## src/sv/vvc_pkg.sv

```systemverilog
`timescale 1ns / 1ps
// ----------------------------------------------------------------------------
// vvc_pkg: shared types and constants for the varbit varint codec
// Transaction payloads, operation and result codes, state encoding and
// per-width group tables.
// ----------------------------------------------------------------------------
package vvc_pkg;

  localparam int VALUE_W = 64;
  localparam int SH_W    = VALUE_W + 7;
  localparam int POS_W   = $clog2(SH_W);
  localparam int CNT_W   = $clog2(VALUE_W + 1);

  localparam logic FUNC_ENCODE = 1'b0;
  localparam logic FUNC_DECODE = 1'b1;

  localparam logic [1:0] KIND_BYTE  = 2'd0;
  localparam logic [1:0] KIND_VALUE = 2'd1;
  localparam logic [1:0] KIND_ERROR = 2'd2;

  localparam logic [7:0] BAD_HEADER = 8'hff;

  // bit position of the top group window, per group width
  localparam logic [POS_W-1:0] TOP_POS [8] = '{
    POS_W'(0),
    POS_W'(1 * ((VALUE_W + 0) / 1 - 1)),
    POS_W'(2 * ((VALUE_W + 1) / 2 - 1)),
    POS_W'(3 * ((VALUE_W + 2) / 3 - 1)),
    POS_W'(4 * ((VALUE_W + 3) / 4 - 1)),
    POS_W'(5 * ((VALUE_W + 4) / 5 - 1)),
    POS_W'(6 * ((VALUE_W + 5) / 6 - 1)),
    POS_W'(7 * ((VALUE_W + 6) / 7 - 1))
  };

  // number of groups in a full value, per group width
  localparam logic [CNT_W-1:0] NGRP [8] = '{
    CNT_W'(0),
    CNT_W'((VALUE_W + 0) / 1),
    CNT_W'((VALUE_W + 1) / 2),
    CNT_W'((VALUE_W + 2) / 3),
    CNT_W'((VALUE_W + 3) / 4),
    CNT_W'((VALUE_W + 4) / 5),
    CNT_W'((VALUE_W + 5) / 6),
    CNT_W'((VALUE_W + 6) / 7)
  };

  // width marker ORed into the first byte: ones above bit g
  localparam logic [7:0] MARK [8] = '{
    8'h00, 8'hfc, 8'hf8, 8'hf0, 8'he0, 8'hc0, 8'h80, 8'h00
  };

  typedef struct packed {
    logic        func;
    logic [63:0] value;
    logic [7:0]  in_byte;
    logic        in_last;
  } vvc_in_t;

  typedef struct packed {
    logic [1:0]  out_kind;
    logic [7:0]  out_byte;
    logic        out_last;
    logic [63:0] out_value;
  } vvc_out_t;

  typedef enum logic [1:0] {
    ST_IDLE,
    ST_ENC,
    ST_ZERO,
    ST_DOUT
  } vvc_state_t;

endpackage

```

## src/sv/varbit_varint_codec_core.sv

```systemverilog
`timescale 1ns / 1ps
// ----------------------------------------------------------------------------
// varbit_varint_codec_core: big-endian variable-length integer codec
// Encodes 64-bit values into marker-prefixed byte runs and decodes byte
// streams back into values, with 1 to 7 payload bits per byte.
// ----------------------------------------------------------------------------
// An encode transaction moves the value through a shift register one group
// at a time, ceil(64/g) groups for g payload bits per byte (64 for g = 1,
// 10 for g = 7); leading zero groups give no byte. Zero is sent as a single
// byte. Decode takes one byte per cycle until the byte marked last, after
// which input stalls until its result is loaded. Output back-pressure stalls
// the encode, zero and result states. group_bits sets the encode width and
// the user must write it only while the block is idle; the block itself
// does not enforce this.
module varbit_varint_codec_core
  import vvc_pkg::*;
(
  input  logic        clk,
  input  logic        rst_n,
  input  logic        in_valid,
  output logic        in_stall,
  input  vvc_in_t     in_data,
  output logic        out_valid,
  input  logic        out_stall,
  output vvc_out_t    out_data,
  input  logic        psel,
  input  logic        penable,
  input  logic        pwrite,
  input  logic [2:0]  paddr,
  input  logic [31:0] pwdata,
  output logic [31:0] prdata,
  output logic        pready
);

  vvc_state_t          state_r, state_nxt;
  logic [2:0]          grp_bits_r;
  logic [SH_W-1:0]     enc_sh_r, enc_sh_nxt;
  logic [CNT_W-1:0]    enc_cnt_r, enc_cnt_nxt;
  logic                enc_found_r, enc_found_nxt;
  logic [VALUE_W-1:0]  dec_acc_r, dec_acc_nxt;
  logic [2:0]          dec_gb_r, dec_gb_nxt;
  logic                dec_first_r, dec_first_nxt;
  logic                dec_bad_r, dec_bad_nxt;
  logic                out_valid_r, out_valid_nxt;
  vvc_out_t            out_data_r, out_data_nxt;

  logic                can_emit;
  logic [6:0]          enc_win;
  logic [6:0]          enc_grp;
  logic [2:0]          hdr_g;

  // configuration port
  assign pready = 1'b1;
  assign prdata = paddr[2] ? 32'd0 : {29'd0, grp_bits_r};

  always_ff @(posedge clk) begin
    if (!rst_n) begin
      grp_bits_r <= 3'd7;
    end else if (psel && penable && pwrite && !paddr[2]) begin
      grp_bits_r <= pwdata[2:0];
    end
  end

  // top group window of the encode shift register
  always_comb begin
    enc_win = 7'd0;
    for (int k = 1; k < 8; k++) begin
      if (grp_bits_r == 3'(k)) begin
        enc_win = enc_sh_r[TOP_POS[k] +: 7];
      end
    end
    enc_grp = enc_win & ~(7'h7f << grp_bits_r);
  end

  // width from a first byte: highest clear bit
  always_comb begin
    hdr_g = 3'd0;
    for (int i = 0; i < 8; i++) begin
      if (!in_data.in_byte[i]) begin
        hdr_g = 3'(i);
      end
    end
  end

  assign can_emit = !out_valid_r || !out_stall;
  assign in_stall = (state_r != ST_IDLE);

  always_comb begin
    state_nxt     = state_r;
    enc_sh_nxt    = enc_sh_r;
    enc_cnt_nxt   = enc_cnt_r;
    enc_found_nxt = enc_found_r;
    dec_acc_nxt   = dec_acc_r;
    dec_gb_nxt    = dec_gb_r;
    dec_first_nxt = dec_first_r;
    dec_bad_nxt   = dec_bad_r;
    out_valid_nxt = out_valid_r && out_stall;
    out_data_nxt  = out_data_r;

    case (state_r)
      ST_IDLE: begin
        if (in_valid) begin
          if (in_data.func == FUNC_ENCODE) begin
            if (in_data.value[VALUE_W-1:0] == '0) begin
              state_nxt = ST_ZERO;
            end else if (grp_bits_r != 3'd0) begin
              state_nxt     = ST_ENC;
              enc_sh_nxt    = {7'd0, in_data.value[VALUE_W-1:0]};
              enc_cnt_nxt   = NGRP[grp_bits_r];
              enc_found_nxt = 1'b0;
            end
          end else begin
            if (dec_first_r) begin
              dec_first_nxt = 1'b0;
              if (in_data.in_byte == BAD_HEADER) begin
                dec_bad_nxt = 1'b1;
                dec_gb_nxt  = 3'd0;
                dec_acc_nxt = '0;
              end else begin
                dec_bad_nxt = 1'b0;
                dec_gb_nxt  = hdr_g;
                dec_acc_nxt = VALUE_W'(in_data.in_byte & ~(8'hff << hdr_g));
              end
            end else if (!dec_bad_r) begin
              dec_acc_nxt = (dec_acc_r << dec_gb_r)
                          | VALUE_W'(in_data.in_byte & ~(8'hff << dec_gb_r));
            end
            if (in_data.in_last) begin
              state_nxt = ST_DOUT;
            end
          end
        end
      end
      ST_ZERO: begin
        if (can_emit) begin
          out_valid_nxt          = 1'b1;
          out_data_nxt.out_kind  = KIND_BYTE;
          out_data_nxt.out_byte  = 8'd0;
          out_data_nxt.out_last  = 1'b1;
          out_data_nxt.out_value = 64'd0;
          state_nxt              = ST_IDLE;
        end
      end
      ST_ENC: begin
        if (can_emit) begin
          if (enc_found_r || enc_grp != 7'd0) begin
            out_valid_nxt          = 1'b1;
            out_data_nxt.out_kind  = KIND_BYTE;
            out_data_nxt.out_byte  = {1'b0, enc_grp}
                                   | (enc_found_r ? 8'd0 : MARK[grp_bits_r]);
            out_data_nxt.out_last  = (enc_cnt_r == CNT_W'(1));
            out_data_nxt.out_value = 64'd0;
            enc_found_nxt          = 1'b1;
          end
          enc_sh_nxt  = enc_sh_r << grp_bits_r;
          enc_cnt_nxt = enc_cnt_r - CNT_W'(1);
          if (enc_cnt_r == CNT_W'(1)) begin
            state_nxt = ST_IDLE;
          end
        end
      end
      ST_DOUT: begin
        if (can_emit) begin
          out_valid_nxt          = 1'b1;
          out_data_nxt.out_kind  = dec_bad_r ? KIND_ERROR : KIND_VALUE;
          out_data_nxt.out_byte  = 8'd0;
          out_data_nxt.out_last  = 1'b1;
          out_data_nxt.out_value = 64'(dec_acc_r);
          dec_acc_nxt            = '0;
          dec_gb_nxt             = 3'd0;
          dec_first_nxt          = 1'b1;
          dec_bad_nxt            = 1'b0;
          state_nxt              = ST_IDLE;
        end
      end
      default: begin
        state_nxt = ST_IDLE;
      end
    endcase
  end

  always_ff @(posedge clk) begin
    if (!rst_n) begin
      state_r     <= ST_IDLE;
      enc_cnt_r   <= '0;
      enc_found_r <= 1'b0;
      dec_acc_r   <= '0;
      dec_gb_r    <= 3'd0;
      dec_first_r <= 1'b1;
      dec_bad_r   <= 1'b0;
      out_valid_r <= 1'b0;
    end else begin
      state_r     <= state_nxt;
      enc_cnt_r   <= enc_cnt_nxt;
      enc_found_r <= enc_found_nxt;
      dec_acc_r   <= dec_acc_nxt;
      dec_gb_r    <= dec_gb_nxt;
      dec_first_r <= dec_first_nxt;
      dec_bad_r   <= dec_bad_nxt;
      out_valid_r <= out_valid_nxt;
    end
  end

  always_ff @(posedge clk) begin
    enc_sh_r   <= enc_sh_nxt;
    out_data_r <= out_data_nxt;
  end

  assign out_valid = out_valid_r;
  assign out_data  = out_data_r;

`ifndef SYNTHESIS
  a_accept_idle: assert property (@(posedge clk) disable iff (!rst_n)
    in_valid && !in_stall |-> state_r == ST_IDLE)
    else $error("transaction accepted while busy");

  a_enc_cnt: assert property (@(posedge clk) disable iff (!rst_n)
    state_r == ST_ENC |-> enc_cnt_r != '0)
    else $error("encode running with no groups left");

  a_enc_last: assert property (@(posedge clk) disable iff (!rst_n)
    state_r == ST_ENC && enc_cnt_r == CNT_W'(1) && can_emit
    |=> out_valid_r && out_data_r.out_last && out_data_r.out_kind == KIND_BYTE)
    else $error("encode run ended without a last byte");

  a_err_zero: assert property (@(posedge clk) disable iff (!rst_n)
    out_valid_r && out_data_r.out_kind == KIND_ERROR
    |-> out_data_r.out_value == 64'd0 && out_data_r.out_last)
    else $error("error result carries a value");
`endif

endmodule
```

## config.mk

```make
export PLATFORM = sky130hd
export DESIGN_NAME = varbit_varint_codec_core
export DESIGN_NICKNAME = d
export VERILOG_FILES = /design/src/sv/vvc_pkg.sv /design/src/sv/varbit_varint_codec_core.sv
export SDC_FILE = /design/constraint.sdc
export NUM_CORES = 1
export LEC_CHECK = 0
export BUFFER_PORTS_ARGS = -buffer_cell sky130_fd_sc_hd__buf_2
export CAP_MARGIN = 20
export CORE_MARGIN = 5
export CORE_UTILIZATION = 51
export DETAILED_ROUTE_END_ITERATION = 10
export GPL_ROUTABILITY_DRIVEN = 0
export GPL_TIMING_DRIVEN = 0
export PLACE_DENSITY = 0.84
export SYNTH_ARGS = -nofsm -noshare
export SYNTH_HDL_FRONTEND = slang
export SYNTH_SLANG_ARGS = --single-unit
```

## constraint.sdc

```tcl
create_clock -name clk -period 8.7 [get_ports clk]
set_input_delay 2.175 -clock clk [delete_from_list [all_inputs] [get_ports clk]]
set_output_delay 2.175 -clock clk [all_outputs]
set_load 0.05 [all_outputs]
```

==> impl_metrics.tcl <==
set metrics [dict create \
    outcome "completed" \
    seq_area_mm2 0.00602 \
    slowest_delay_ps 270 \
    cp-end-kind "output pin" \
    wire_per_inst_um 20.6 \
    pwr-share-seq_pct 44.4 \
    ys_types 66 \
    worstPathArrival_ps 2650 \
    crit_slowest_cell "buf_2" \
    pin_count 226 \
    setup-violations-final 0 \
    holdWs_ps 506 \
    n_antenna_cell 0 \
    place_hpwl_mm 29.6 \
    insertion_delay_ps 540 \
    p_sw_uw 870 \
    drt_iter0_drc 1975 \
    coreArea_mm2 0.0276 \
    dieArea_mm2 0.0313 \
    grt_pass1_wl_mm 65.1 \
    switching_share_pct 30.0 \
    tritoncts "yes" \
    die_h_um 177 \
    syn_inst 1374 \
    critPathLaunch "paddr[2]" \
    nNetsFinal 1720 \
    combPwrFrac_pct 19.8 \
    layout-drive-gt1-share_pct 24.7 \
    peakVddDrop_uv 133 \
    die_w_um 177 \
    start_util_pct 51.5 \
    cp-start-kind "input pin" \
    maxSlewHeadroom_pct 36.0 \
    cts_max_level 1 \
    grt.total_usage_pct 25.8 \
    crit_required_ps 6530 \
    firstDrtPassIters 6 \
    vias 12600 \
    ys_seq_elements 228 \
    path_cells "buf_2 > nor2_1 > buf_2" \
    io_buffers 164 \
    final.period_utilization_pct 55.4 \
    synth_commonest_cells "nor2_1 (201), nand2_1 (177), edfxtp_1 (145)" \
    cts_setup_buffers 0 \
    via_per_inst 6.33 \
    clock_power_share_pct 35.8 \
    synth-edff-count 145 \
    root_buffer "clkbuf_16" \
    first_global_vias 12300 \
    area_growth_pct 15.9 \
    p_leak_nw 6.30 \
    holdBufCountCts 0 \
    core.rowCount 61 \
    cts.path.max_buffers 3 \
    synth.most_common_cell "nor2_1" \
    powerDensity_mw_per_mm2 176 \
    grt_start_max_net_pins 72 \
    yosysWarnings 0 \
    ys_seq_area_share_pct 42.3 \
    hp-start "dec_acc_r[63]" \
    synthArstFlopShare_pct 0 \
    drc 0 \
    synthTopCellsByArea "edfxtp_1 (31%), mux4_2 (18%), dfxtp_1 (12%)" \
    cts.sinks 228 \
    ant_nets 0 \
    fin_total_pwr_mw 2.90 \
    cts_buffers 26 \
    r2r-start "grp_bits_r[0]" \
    synth_area_mm2 0.0142 \
    fin_skew_ps 13.1 \
    min_path_type "reg2reg" \
    synth_top_area_share_pct 30.6 \
    max_cap_viol_count 0 \
    crit_top_cell "buf_2" \
    clkTransAtPathRegs_ps 60 \
    tightest_slew_ps 960 \
    rsz0062_at_grt "false" \
    crit_fanout 4 \
    ys.flop_type "edfxtp_1" \
    hold_viol 0 \
    grt_overflow 0 \
    cts_resized 0 \
    antenna_found_initial 1 \
    drt_wl_total_mm 41.2 \
    crit_family "buffers and inverters" \
    critPathKind "in2out" \
    p_int_mw 2.03 \
    finalCoreUtilization_pct 59.7 \
    clock.fmax_ghz 0.207 \
    path_buf_inv 2 \
    synth_top_area_cell "edfxtp_1" \
    multi_input_area_mm2 0.00754 \
    slew_viol_final 0 \
    synth_area_per_cell_um2 10.3 \
    fillers 2293 \
    fin_crit_ps 4820 \
]
worst min-delay path: cells and delay by family (launching register included):
kind / cells / cell delay [ps]
AO/OA/AOI/OAI: 1 / 70
AND/OR/NAND/NOR: 1 / 70
flip-flops: 1 / 330
logic make-up after synthesis:
kind of cell             Yosys count  share of synthesized area, %
AND/OR/NAND/NOR                  542                          17.2
adder cells (fa/ha/maj)            7                         0.616
buffers and inverters            161                          5.46
flip-flops                       228                          42.3
multiplexers                     196                          23.9
other                              2                        0.0528
AO/OA/AOI/OAI                    238                          10.4
layout by cell type (no fill, tap or decap), drive strengths merged, types with 4 or more instances in the layout:
master / Yosys / final
clkinv: 3 / 11
conb: 2 / 30
o31ai: 4 / 4
buf: 79 / 246
nor2: 201 / 201
clkbuf: 67 / 105
nor3: 15 / 15
nor4: 20 / 20
nand2b: 5 / 5
dfxtp: 83 / 83
a22oi: 6 / 6
a21oi: 86 / 86
o31a: 4 / 4
and3: 71 / 71
a31oi: 61 / 61
and2: 5 / 5
mux2i: 72 / 72
ha: 7 / 7
mux4: 114 / 114
o21ai: 31 / 31
a221oi: 5 / 5
a211oi: 8 / 8
nor2b: 11 / 11
edfxtp: 145 / 145
mux2: 10 / 10
inv: 11 / 11
nand4: 6 / 6
nand2: 177 / 177
a22o: 4 / 4
nand3: 12 / 12
routing by layer:
metal  share of wire [%]  GRT usage [%]
met4                 3.6           9.35
met3                  12           6.58
met5               0.087              0
met1                  39           35.5
met2                  46           39.8
per-stage QoR:
| step | cells | instance area, um2 | setup TNS (ps) | worst slack [ps] |
|---|---|---|---|---|
| global route | 1995 | 16500 | 0 | 3850 |
| global placement | 1944 | 15600 | -138010 | -1850 |
| floorplan | 1402 | 14300 | 0 | 361 |
| CTS | 1995 | 16500 | 0 | 3870 |
| finish | 1995 | 16500 | 0 | 3880 |
| detailed placement | 1947 | 15700 | 0 | 3820 |
final timing paths:
path	end	slack [ps]	cells after the start
worst max-delay path	prdata[1]	3880	3
worst min register to register	dec_acc_r[63]	510	2
worst min-delay path	dec_acc_r[63]	510	2
worst max register to register	enc_sh_r[1]	4410	9
power by group through the flow:
stage          logic [mW]  registers (mW)  clock network (mW)
6_report            0.575            1.29                1.04
5_1_grt             0.610            1.29                1.10
4_1_cts             0.565            1.28                1.05
3_5_place_dp        0.561            1.31                   0
3_3_place_gp        0.544            1.31                   0
2_1_floorplan       0.338            1.38                   0
final cells by class:
type,count,area share (%)
buffer,147,4.39
clock buffer,38,4.34
clock inverter,10,0.554
inverter,14,0.334
multi-input combinational,1013,45.8
sequential,228,36.5
tap,378,2.87
timing repair buffer,167,5.25
sequential cells by signal, indices dropped and copies added, names as in the netlist:
| register | count |
|---|---|
| out_valid | 1 |
| dec_bad_r | 1 |
| grp_bits_r | 3 |
| enc_found_r | 1 |
| out_data | 75 |
| dec_first_r | 1 |
| dec_gb_r | 3 |
| dec_acc_r | 64 |
| enc_cnt_r | 7 |
| state_r | 2 |
| enc_sh_r | 70 |
(Power assumes the default switching activity.)
